## config.mk

```make
export PLATFORM = sky130hd
export DESIGN_NAME = byte_to_knock_port_packer
export DESIGN_NICKNAME = d
export VERILOG_FILES = /design/src/rtl/kpp_pkg.sv /design/src/rtl/kpp_ctrl.sv /design/src/rtl/kpp_datapath.sv /design/src/rtl/byte_to_knock_port_packer.sv
export SDC_FILE = /design/constraint.sdc
export NUM_CORES = 1
export LEC_CHECK = 0
export ABC_AREA = 1
export ABC_CLOCK_PERIOD_IN_PS = 6400
export BUFFER_PORTS_ARGS = -buffer_cell sky130_fd_sc_hd__clkbuf_2
export CAP_MARGIN = 15
export CELL_PAD_IN_SITES_DETAIL_PLACEMENT = 1
export CELL_PAD_IN_SITES_GLOBAL_PLACEMENT = 1
export CORE_MARGIN = 2
export CORE_UTILIZATION = 39
export DETAILED_ROUTE_END_ITERATION = 16
export GPL_TIMING_DRIVEN = 0
export PLACE_DENSITY_LB_ADDON = 0.2
export REMOVE_ABC_BUFFERS = 1
export SYNTH_ARGS = -nofsm -noshare
export SYNTH_HDL_FRONTEND = slang
export SYNTH_SLANG_ARGS = --single-unit
export TNS_END_PERCENT = 30
```

## constraint.sdc

```tcl
create_clock -name clk_i -period 6.4 [get_ports clk_i]
set_input_delay 1.28 -clock clk_i [delete_from_list [all_inputs] [get_ports clk_i]]
set_output_delay 1.28 -clock clk_i [all_outputs]
set_load 0.05 [all_outputs]
```

## src/rtl/kpp_pkg.sv

```systemverilog
// shared types and constants of the knock port packer
package kpp_pkg;

  // field widths
  localparam int unsigned PortW      = 16;
  localparam int unsigned KBitsW     = 5;
  localparam int unsigned ByteW      = 8;
  localparam int unsigned AccW       = 23;
  localparam int unsigned HeldW      = 5;
  localparam int unsigned IdxW       = 17;
  localparam int unsigned SumW       = 34;
  localparam int unsigned MaxKnockBits = 16;
  localparam int unsigned ApbDataW   = 32;
  localparam int unsigned ApbAddrW   = 3;

  // register reset values
  localparam logic [PortW-1:0]  PortOffsetRst = '0;
  localparam logic [KBitsW-1:0] KnockBitsRst  = 5'd8;

  // register word indexes
  localparam logic RegPortOffset = 1'b0;
  localparam logic RegKnockBits  = 1'b1;

  // input word
  typedef struct packed {
    logic [ByteW-1:0] data_byte;
    logic             last_byte;
  } kpp_in_t;

  // output word
  typedef struct packed {
    logic [PortW-1:0] knock_port;
    logic             out_of_range;
    logic             last_of_run;
    logic             message_done;
  } kpp_out_t;

  // controller to datapath
  typedef struct packed {
    logic load;
    logic drop;
    logic emit;
  } kpp_cmd_t;

  // datapath to controller
  typedef struct packed {
    logic discard;
    logic any_result;
    logic final_result;
    logic out_free;
  } kpp_status_t;

  // controller states
  typedef enum logic [1:0] {
    StIdle = 2'b01,
    StEmit = 2'b10
  } kpp_state_e;

endpackage

```

## src/rtl/kpp_ctrl.sv

```systemverilog
// controller: accepts bytes and steps the datapath through the knocks of each byte
module kpp_ctrl
  import kpp_pkg::*;
(
  input  logic        clk_i,
  input  logic        rst_ni,
  input  logic        in_valid_i,
  output logic        in_stall_o,
  input  kpp_status_t status_i,
  output kpp_cmd_t    cmd_o
);

  kpp_state_e state_q, state_d;

  // next state and commands
  always_comb begin
    state_d  = state_q;
    cmd_o    = '0;
    in_stall_o = 1'b1;
    unique case (state_q)
      StIdle: begin
        in_stall_o = 1'b0;
        if (in_valid_i) begin
          if (status_i.discard) begin
            cmd_o.drop = 1'b1;
          end else begin
            cmd_o.load = 1'b1;
            state_d    = StEmit;
          end
        end
      end
      StEmit: begin
        if (!status_i.any_result) begin
          state_d = StIdle;
        end else if (status_i.out_free) begin
          cmd_o.emit = 1'b1;
          if (status_i.final_result) begin
            state_d = StIdle;
          end
        end
      end
      default: begin
        state_d = StIdle;
      end
    endcase
  end

  // state register
  always_ff @(posedge clk_i or negedge rst_ni) begin
    if (!rst_ni) begin
      state_q <= StIdle;
    end else begin
      state_q <= state_d;
    end
  end

endmodule

```

## src/rtl/kpp_datapath.sv

```systemverilog
// datapath: bit accumulator, knock counter, port adder and output register
module kpp_datapath
  import kpp_pkg::*;
(
  input  logic              clk_i,
  input  logic              rst_ni,
  input  logic [PortW-1:0]  port_offset_i,
  input  logic [KBitsW-1:0] knock_bits_i,
  input  logic              cfg_clear_i,
  input  kpp_in_t           in_data_i,
  input  kpp_cmd_t          cmd_i,
  output kpp_status_t       status_o,
  output logic              out_valid_o,
  input  logic              out_stall_i,
  output kpp_out_t          out_data_o
);

  logic [AccW-1:0]  acc_q, acc_d;
  logic [HeldW-1:0] held_q, held_d;
  logic [IdxW-1:0]  idx_q, idx_d;
  logic             discard_q, discard_d;
  logic             last_q, last_d;
  logic             out_valid_q, out_valid_d;
  kpp_out_t         out_q, out_d;

  logic [KBitsW-1:0] k_eff;
  logic              have_group;
  logic              have_tail;
  logic [HeldW-1:0]  rem;
  logic [PortW-1:0]  value;
  logic [SumW-1:0]   port_sum;
  logic              err;
  logic              more;
  logic              final_res;
  logic [AccW-1:0]   rem_mask;

  // group size, zero acts as one and large values saturate
  always_comb begin
    if (knock_bits_i == '0) begin
      k_eff = KBitsW'(1);
    end else if (knock_bits_i > KBitsW'(MaxKnockBits)) begin
      k_eff = KBitsW'(MaxKnockBits);
    end else begin
      k_eff = knock_bits_i;
    end
  end

  // next group and its port
  assign have_group = held_q >= k_eff;
  assign have_tail  = last_q && (held_q != '0);
  assign rem        = held_q - k_eff;
  assign value      = have_group ? PortW'(acc_q >> rem) : acc_q[PortW-1:0];
  assign port_sum   = SumW'(port_offset_i) + SumW'(value) + (SumW'(idx_q) << k_eff);
  assign err        = |port_sum[SumW-1:PortW];
  assign more       = have_group && ((rem >= k_eff) || (last_q && (rem != '0)));
  assign final_res  = err || !more;
  assign rem_mask   = (AccW'(1) << rem) - AccW'(1);

  assign status_o.discard      = discard_q;
  assign status_o.any_result   = have_group || have_tail;
  assign status_o.final_result = final_res;
  assign status_o.out_free     = !out_valid_q || !out_stall_i;

  // message state update
  always_comb begin
    acc_d     = acc_q;
    held_d    = held_q;
    idx_d     = idx_q;
    discard_d = discard_q;
    last_d    = last_q;
    if (cfg_clear_i) begin
      acc_d     = '0;
      held_d    = '0;
      idx_d     = '0;
      discard_d = 1'b0;
    end else if (cmd_i.drop) begin
      if (in_data_i.last_byte) begin
        acc_d     = '0;
        held_d    = '0;
        idx_d     = '0;
        discard_d = 1'b0;
      end
    end else if (cmd_i.load) begin
      acc_d  = {acc_q[AccW-ByteW-1:0], in_data_i.data_byte};
      held_d = held_q + HeldW'(ByteW);
      last_d = in_data_i.last_byte;
    end else if (cmd_i.emit) begin
      if (err || (final_res && last_q)) begin
        acc_d     = '0;
        held_d    = '0;
        idx_d     = '0;
        discard_d = err && !last_q;
      end else begin
        held_d = rem;
        acc_d  = acc_q & rem_mask;
        idx_d  = idx_q + IdxW'(1);
      end
    end
  end

  // output register
  always_comb begin
    out_valid_d = out_valid_q;
    out_d       = out_q;
    if (out_valid_q && !out_stall_i) begin
      out_valid_d = 1'b0;
    end
    if (cmd_i.emit) begin
      out_valid_d        = 1'b1;
      out_d.knock_port   = err ? '0 : port_sum[PortW-1:0];
      out_d.out_of_range = err;
      out_d.last_of_run  = final_res;
      out_d.message_done = err || (final_res && last_q);
    end
  end

  // control registers
  always_ff @(posedge clk_i or negedge rst_ni) begin
    if (!rst_ni) begin
      acc_q       <= '0;
      held_q      <= '0;
      idx_q       <= '0;
      discard_q   <= 1'b0;
      last_q      <= 1'b0;
      out_valid_q <= 1'b0;
    end else begin
      acc_q       <= acc_d;
      held_q      <= held_d;
      idx_q       <= idx_d;
      discard_q   <= discard_d;
      last_q      <= last_d;
      out_valid_q <= out_valid_d;
    end
  end

  // output payload
  always_ff @(posedge clk_i) begin
    out_q <= out_d;
  end

  assign out_valid_o = out_valid_q;
  assign out_data_o  = out_q;

endmodule

```

## src/rtl/byte_to_knock_port_packer.sv

```systemverilog
// Knock port packer top level: message bytes in, one knock port word per bit
// group out. Each accepted byte is loaded and then yields its results one at
// a time (a byte that yields no result still passes the emit state, and a byte
// dropped after an out-of-range error is taken without loading); with
// knock_bits of 1 a byte yields eight ports. The single port adder forms one
// knock a cycle while the output register is not held by a stall.
// No new byte is taken until the previous byte's results are all formed; the
// output register lets the next byte load while the last result waits.
// Registers: port offset at 0x0, knock_bits at 0x4; writing knock_bits drops
// the message in progress.
module byte_to_knock_port_packer
  import kpp_pkg::*;
(
  input  logic                clk_i,
  input  logic                rst_ni,
  // input words
  input  logic                in_valid_i,
  output logic                in_stall_o,
  input  kpp_in_t             in_data_i,
  // output words
  output logic                out_valid_o,
  input  logic                out_stall_i,
  output kpp_out_t            out_data_o,
  // configuration
  input  logic                psel,
  input  logic                penable,
  input  logic                pwrite,
  input  logic [ApbAddrW-1:0] paddr,
  input  logic [ApbDataW-1:0] pwdata,
  output logic [ApbDataW-1:0] prdata,
  output logic                pready
);

  logic [PortW-1:0]  port_offset_q, port_offset_d;
  logic [KBitsW-1:0] knock_bits_q, knock_bits_d;
  logic              cfg_wr;
  logic              cfg_clear;
  logic              reg_idx;
  kpp_cmd_t          cmd;
  kpp_status_t       status;

  assign pready  = 1'b1;
  assign cfg_wr  = psel && penable && pwrite && pready;
  assign reg_idx = paddr[2];

  // register write decode
  always_comb begin
    port_offset_d = port_offset_q;
    knock_bits_d  = knock_bits_q;
    cfg_clear     = 1'b0;
    if (cfg_wr) begin
      unique case (reg_idx)
        RegPortOffset: port_offset_d = pwdata[PortW-1:0];
        RegKnockBits: begin
          knock_bits_d = pwdata[KBitsW-1:0];
          cfg_clear    = 1'b1;
        end
        default: ;
      endcase
    end
  end

  // register read mux
  always_comb begin
    prdata = '0;
    unique case (reg_idx)
      RegPortOffset: prdata = ApbDataW'(port_offset_q);
      RegKnockBits:  prdata = ApbDataW'(knock_bits_q);
      default:       prdata = '0;
    endcase
  end

  // configuration registers
  always_ff @(posedge clk_i or negedge rst_ni) begin
    if (!rst_ni) begin
      port_offset_q <= PortOffsetRst;
      knock_bits_q  <= KnockBitsRst;
    end else begin
      port_offset_q <= port_offset_d;
      knock_bits_q  <= knock_bits_d;
    end
  end

  // controller
  kpp_ctrl u_ctrl (
    .clk_i      (clk_i),
    .rst_ni     (rst_ni),
    .in_valid_i (in_valid_i),
    .in_stall_o (in_stall_o),
    .status_i   (status),
    .cmd_o      (cmd)
  );

  // datapath
  kpp_datapath u_datapath (
    .clk_i         (clk_i),
    .rst_ni        (rst_ni),
    .port_offset_i (port_offset_q),
    .knock_bits_i  (knock_bits_q),
    .cfg_clear_i   (cfg_clear),
    .in_data_i     (in_data_i),
    .cmd_i         (cmd),
    .status_o      (status),
    .out_valid_o   (out_valid_o),
    .out_stall_i   (out_stall_i),
    .out_data_o    (out_data_o)
  );

endmodule

```

# Yosys cells after proc, flatten, opt, wreduce, memory -nomap -nowiden

Cells that the tools add are included.

$add $sub $neg: 6
Order comparisons: 3
Equality and inequality tests: 8
Shift-type cells: 3
Multiplexer cells: 46
Bitwise gates (word level): 4
Reductions and logical operators: 32

Operators with widths:

| operator              | number |
|---|---|
| $mux 23               | 6 |
| $mux 17               | 6 |
| $pmux 32 s2           | 1 |
| $mux 5                | 8 |
| $add 34x34->34        | 1 |
| $shl 17x5->34         | 1 |
| $and 23x23->23        | 1 |
| $shl 1x5->23 const A  | 1 |
| $shr 23x5->16         | 1 |
| $sub 23x2->23 const B | 1 |
| $reduce_or 18->1      | 1 |
| $add 16x16->17        | 1 |
| $add 17x1->17 const B | 1 |
| $mux 1                | 16 |
| $mux 16               | 1 |
| $mux 2                | 7 |
| $ge 5x5->1            | 2 |
| $reduce_bool 5->1     | 2 |
| $ne 3x3->1 const B    | 3 |
| $logic_and 1x1->1     | 8 |
| $reduce_and 4->1      | 2 |
| $reduce_and 2->1      | 3 |
| $reduce_and 3->1      | 2 |
| $reduce_bool 3->1     | 2 |
| other kinds (14)      | 24 |

Register bits after elaboration: 90
Input port bits: 51
Output and inout port bits: 54
Word-level logic and storage cells: 115

# Longest topological paths before layout

Word-level depth: 17
Gate-level depth with buffers: 61
Mapped depth without buffers: 55

# By module

Synthesis repeated with hierarchy kept, for this count alone.

Cell total of the unflattened synthesis: 1,560
Area, all modules: 10,094.7 um^2

Modules (own cells, without submodules):

| module                    | instances | cells each | area each (um^2) | sequential area each (um^2) |
|---|---|---|---|---|
| kpp_datapath              | 1         | 1,386      | 8,750.9          | 1,771.7 |
| byte_to_knock_port_packer | 1         | 154        | 1,203.7          | 526.8 |
| kpp_ctrl                  | 1         | 20         | 140.1            | 51.3 |

# Worst setup path before layout

OpenSTA, ideal clock, no wires.

Path kind: flip-flop to flip-flop
Start: register knock_bits_q[3]
End: register u_datapath.out_q (netlist bit u_datapath.out_data_o[0]) (data pin)
Data arrival time: 6.875 ns
Required time: 6.141 ns
Path slack: -0.733 ns
Cell stages (with the launch flop): 54
Path through: dfstp_2 -> nor2_2 -> nand3_2 -> nand2_2 -> buf_2 -> ha_1 -> fa_1 -> clkbuf_1 -> inv_1 -> or2_2 -> o21ai_0 -> mux2i_1 -> a21oi_1 -> o21ai_0 -> a31oi_1 -> inv_1 -> ha_1 -> nand2_1 -> (+18 left out) -> nor2_1 -> nand2_1 -> inv_1 -> nand2_1 -> nand3_1 -> inv_1 -> nor2_1 -> nand3_1 -> inv_1 -> nand3_1 -> nand2_1 -> nand2_1 -> nor2_1 -> nand3_1 -> nor2_4 -> inv_2 -> nor2_1 -> inv_1

Cells in the longest elaborated chain, start to end: 12
Elaborated cells on any way between the ends: 21
Classes of those cells: add/sub: 3; order compare: 3; shift: 2; mux: 3; reduce/logical: 10

RTL lines:

| element                                             | line                                   | source |
|---|---|---|
| start: declaration                                  | byte_to_knock_port_packer.sv:35        | `logic [KBitsW-1:0] knock_bits_q, knock_bits_d;` |
| start signal: assignment                            | byte_to_knock_port_packer.sv:77        | `knock_bits_q <= KnockBitsRst;` |
| start signal: assignment                            | byte_to_knock_port_packer.sv:80        | `knock_bits_q <= knock_bits_d;` |
| $gt 5x5->1                                          | kpp_datapath.sv:41                     | `end else if (knock_bits_i > KBitsW'(MaxKnockBits)) begin` |
| $mux 5                                              | kpp_datapath.sv:41                     |  |
| $mux 5 (*)                                          | kpp_datapath.sv:39                     | `if (knock_bits_i == '0) begin` |
| $sub 5x5->5                                         | kpp_datapath.sv:51                     | `assign rem = held_q - k_eff;` |
| $shr 23x5->16 or $reduce_bool 5->1 (tied branches)  | kpp_datapath.sv:52, kpp_datapath.sv:55 |  |
| $mux 16 or $logic_and 1x1->1 (tied branches)        | kpp_datapath.sv:52, kpp_datapath.sv:55 |  |
| $add 16x16->17 or $logic_or 1x1->1 (tied branches)  | kpp_datapath.sv:53, kpp_datapath.sv:55 |  |
| $add 34x34->34 or $logic_and 1x1->1 (tied branches) | kpp_datapath.sv:53, kpp_datapath.sv:55 |  |
| $reduce_or 18->1 or $logic_not 1->1 (tied branches) | kpp_datapath.sv:54, kpp_datapath.sv:56 |  |
| $logic_or 1x1->1                                    | kpp_datapath.sv:56                     | `assign final_res = err \|\| !more;` |
| $logic_and 1x1->1                                   | kpp_datapath.sv:113                    | `out_d.message_done = err \|\| (final_res && last_q);` |
| $logic_or 1x1->1 (*)                                | kpp_datapath.sv:113                    |  |
| end signal: assignment                              | kpp_datapath.sv:138                    | `out_q <= out_d;` |
| end: declaration                                    | kpp_datapath.sv:24                     | `kpp_out_t out_q, out_d;` |

Mark *: on every way between the ends. The rest lies on a longest branch, timed or not.
A chain may end at the register's enable or synchronous reset.

# Worst setup path in the final report

Start: register knock_bits_q[4]
End: register u_datapath.idx_q[16]

Cells in the longest elaborated chain, start to end: 17
Elaborated cells on any way between the ends: 31
Classes of those cells: add/sub: 3; order compare: 3; shift: 2; mux: 10; reduce/logical: 13

RTL lines:

| element                                             | line                                   | source |
|---|---|---|
| $gt 5x5->1                                          | kpp_datapath.sv:41                     |  |
| $mux 5                                              | kpp_datapath.sv:41                     |  |
| $mux 5 (*)                                          | kpp_datapath.sv:39                     |  |
| $sub 5x5->5                                         | kpp_datapath.sv:51                     |  |
| $shr 23x5->16 or $reduce_bool 5->1 (tied branches)  | kpp_datapath.sv:52, kpp_datapath.sv:55 |  |
| $mux 16 or $logic_and 1x1->1 (tied branches)        | kpp_datapath.sv:52, kpp_datapath.sv:55 |  |
| $add 16x16->17 or $logic_or 1x1->1 (tied branches)  | kpp_datapath.sv:53, kpp_datapath.sv:55 |  |
| $add 34x34->34 or $logic_and 1x1->1 (tied branches) | kpp_datapath.sv:53, kpp_datapath.sv:55 |  |
| $reduce_or 18->1 or $logic_not 1->1 (tied branches) | kpp_datapath.sv:54, kpp_datapath.sv:56 |  |
| $logic_or 1x1->1                                    | kpp_datapath.sv:56                     |  |
| $logic_and 1x1->1                                   | kpp_datapath.sv:88                     | `if (err \|\| (final_res && last_q)) begin` |
| $logic_or 1x1->1                                    | kpp_datapath.sv:88                     |  |
| $mux 17                                             | kpp_datapath.sv:88                     |  |
| $mux 17                                             | kpp_datapath.sv:87                     | `end else if (cmd_i.emit) begin` |
| $mux 17                                             | kpp_datapath.sv:83                     | `end else if (cmd_i.load) begin` |
| $mux 17                                             | kpp_datapath.sv:76                     | `end else if (cmd_i.drop) begin` |
| $mux 17                                             | kpp_datapath.sv:71                     | `if (cfg_clear_i) begin` |
| end signal: assignment                              | kpp_datapath.sv:129                    | `idx_q <= idx_d;` |
| end: declaration                                    | kpp_datapath.sv:20                     | `logic [IdxW-1:0] idx_q, idx_d;` |

Mark *: on every way between the ends. The rest lies on a longest branch, timed or not. The select of a mux whose other input is x is not followed.

==> flow_summary.toml <==
[floorplanning]
rows = 58
die_area_mm2 = 0.02649
io_pins = 105
die_h_um = 162.8
dieWidth_um = 162.8
start_util_pct = 39.38
core_area_mm2 = 0.02496

[timing]
finalCriticalPeriod_ns = 7.319
hold_viol = 0
setup_slack_ns = -0.9194
worst_pin_slew_ns = 1.177
rsz0062_at_grt = "yes"
fin_hold_ws_ns = 0.4847
setup_viol = 67
relSlewSlack_pct = 21.36
drv_slew = 0
min_period_over_period_pct = 114.4
fmax_ghz = 0.1366
finalClockSkew_ns = 0.01108

[layout]
n_fill_cell = 3357
final_cells = 2045
final_nets = 1810
utilization_pct = 49.96
syn_to_final_growth_pct = 26.87
layout-drive-gt1-share_pct = 22.74
diodes = 0

[placed_design]
port_buffers = 69
dp_cells = 1910
hpwl_um = 26790
gp_congestion = 0.9267

[detailed_routing]
vias = 11800
ant_nets = 0
routed_wl_um = 43470
drt-initial-drc-count = 1171
route.detailed.drc = 0
wl_per_cell_um = 21.26
drt_pass1_iterations = 6
post_drt_via_cell_ratio = 5.771

[worst_setup_path]
cp_max_fo = 8
r2r-start = "knock_bits_q[4]"
r2r_end = "u_datapath.idx_q[16]"
max_stage_delay_ns = 0.54
rr_worst_depth = 49
crit_type = "register to register"
r2r_setup_slack_ns = -0.92
cp-end-kind = "register"
cp_slowest_cell = "dfrtp_4"
setup.worst_path.start = "knock_bits_q[4]"
cp_data_arrival_time_ns = 7.62
start_kind = "register"
path_common_cell = "nand2_1"
cp_data_required_time_ns = 6.70

[grt]
top_usage_layer = "met2"
antenna_found_initial = 0
met2_usage_pct = 49.63
track_usage_pct = 30.38
grt_pass1_wl_um = 62990
grt_overflow = 0
grt_max_degree = 53
use_met3_pct = 4.507
grt_pass1_vias = 11560
grt_util_met1_pct = 40.41

[yosys]
synth.top_cell.area_share_pct = 17.56
avgSynthCellArea_um2 = 6.266
synth-edff-count = 19
netlist_top_cells_count = "nand2_1 (407), nor2_1 (190), nand3_1 (189)"
yosys-top-cells-area = "dfrtp_1 (18%), nand2_1 (16%), nand3_1 (9.6%)"
netlist_instances = 1569
synth_ff_type = "dfrtp_1"
ys_seq_elements = 90
yosysSeqAreaShare_pct = 23.90
yosysMostFrequentCell = "nand2_1"
synth_cell_types = 52
async_flop_share_pct = 78.89
ys_warn_count = 0
syn_area_mm2 = 0.009831
synth_top_area_cell = "dfrtp_1"

[clock_network]
h-tree-depth = 3
root_buffer = "clkbuf_16"
postCtsHoldBufs = 0
clock_sinks = 90
cts_made_buffers = 9
clockBufferDepth = 2
clkTransAtPathRegs_ns = 0.08
cts_tree = "yes"
clk_latency_ns = 0.37

[run_status]
violations = "negative setup slack"
status = "finished, violations left"

[min_path]
min_to = "u_datapath.acc_q[18]"
hold_class = "register to register"
min_from = "u_datapath.acc_q[18]"
hold_path_depth = 2

[run]
drv_cap = 0
[worst max path at each step]
| stage | end | slack (ns) |
|---|---|---|
| after floorplan | u_datapath.out_data_o[0] | -2.49 |
| after global placement | u_datapath.out_data_o[0] | -6.38 |
| after detailed placement | u_datapath.out_data_o[0] | -4.66 |
| after CTS | u_datapath.idx_q[3] | -0.63 |
| after global routing | u_datapath.idx_q[16] | -1.26 |
| final | u_datapath.idx_q[16] | -0.92 |
[sequential cells by signal (all words and copies together), names as in the netlist]
register / count
u_datapath.idx_q: 17
u_datapath.out_data_o: 19
u_datapath.out_valid_o: 1
port_offset_q: 16
u_ctrl.state_q: 2
u_datapath.held_q: 5
u_datapath.last_q: 1
u_datapath.acc_q: 23
knock_bits_q: 5
u_datapath.discard_q: 1
[worst max-delay path, delay by kind of cell (launching register included)]
| family | cells | cell delay, ns |
|---|---|---|
| buffers and inverters | 10 | 1.21 |
| AO/OA/AOI/OAI | 8 | 1.12 |
| adder cells (fa/ha/maj) | 4 | 1.35 |
| AND/OR/NAND/NOR | 26 | 2.73 |
| XOR/XNOR | 1 | 0.23 |
| flip-flops | 1 | 0.54 |
[cells by family after synthesis]
kind of cell | count (synthesis) | share of synthesized area [%]
mux | 17 | 1.807
compound gates | 243 | 13.45
fa+ha+maj | 49 | 6.542
other cells | 2 | 0.07639
buf+inv | 247 | 10.91
simple gates | 873 | 39.04
xor+xnor | 48 | 4.277
flops | 90 | 23.90
[metal layers]
metal	vias up	routed length (µm)	part of all wire, %
met4	0	2218	5.1
li1	5405	-	-
met3	180	3445	7.9
met2	612	20080	46
met1	5604	17720	41
met5	-	0	0
[stage by stage]
stage	TNS, ns	worst slack, ns	cell area, µm²
CTS	-35.29	-0.6325	11890
global route	-76.86	-1.258	12470
global placement	-397.29	-6.384	10210
detailed placement	-282.18	-4.658	10320
finish	-54.85	-0.9194	12470
floorplan	-150.03	-2.488	9452
[cell usage in the layout, fill, tap and decap left out, drive strengths merged, types with 5 or more instances in the layout]
cell      count
dfrtp        69
nand3       198
nor2        218
o31ai         5
nor3         19
a22oi         8
ha           45
xor2         34
mux2i        11
a31oi         8
mux2          6
a21oi        89
o21ai       109
nand2       418
clkinvlp      7
inv         166
nand4        15
edfxtp       19
clkbuf       82
xnor2        14
conb         18
buf         110
clkinv        5
[cell type report]
cell class	count	area, µm²	share of cell area (%)
tap	330	412.9	3.311
inverter	168	706.9	5.668
timing repair inverter	5	48.80	0.3913
clock buffer	11	254.0	2.037
sequential	90	2356	18.89
multi-input combinational	1255	7228	57.96
timing repair buffer	181	1428	11.45
clock inverter	5	37.54	0.3010
[timing repair]
action | in CTS | in global routing
endpoints found under the setup margin | 67 | 67
gates resized for setup | 150 | 69
pin swaps | 53 | 59
gates cloned | 11 | 3
setup buffers | 74 | 29
Power is not shown: default switching activity piles up to over one toggle a cycle in this logic, so the estimate is an artifact.
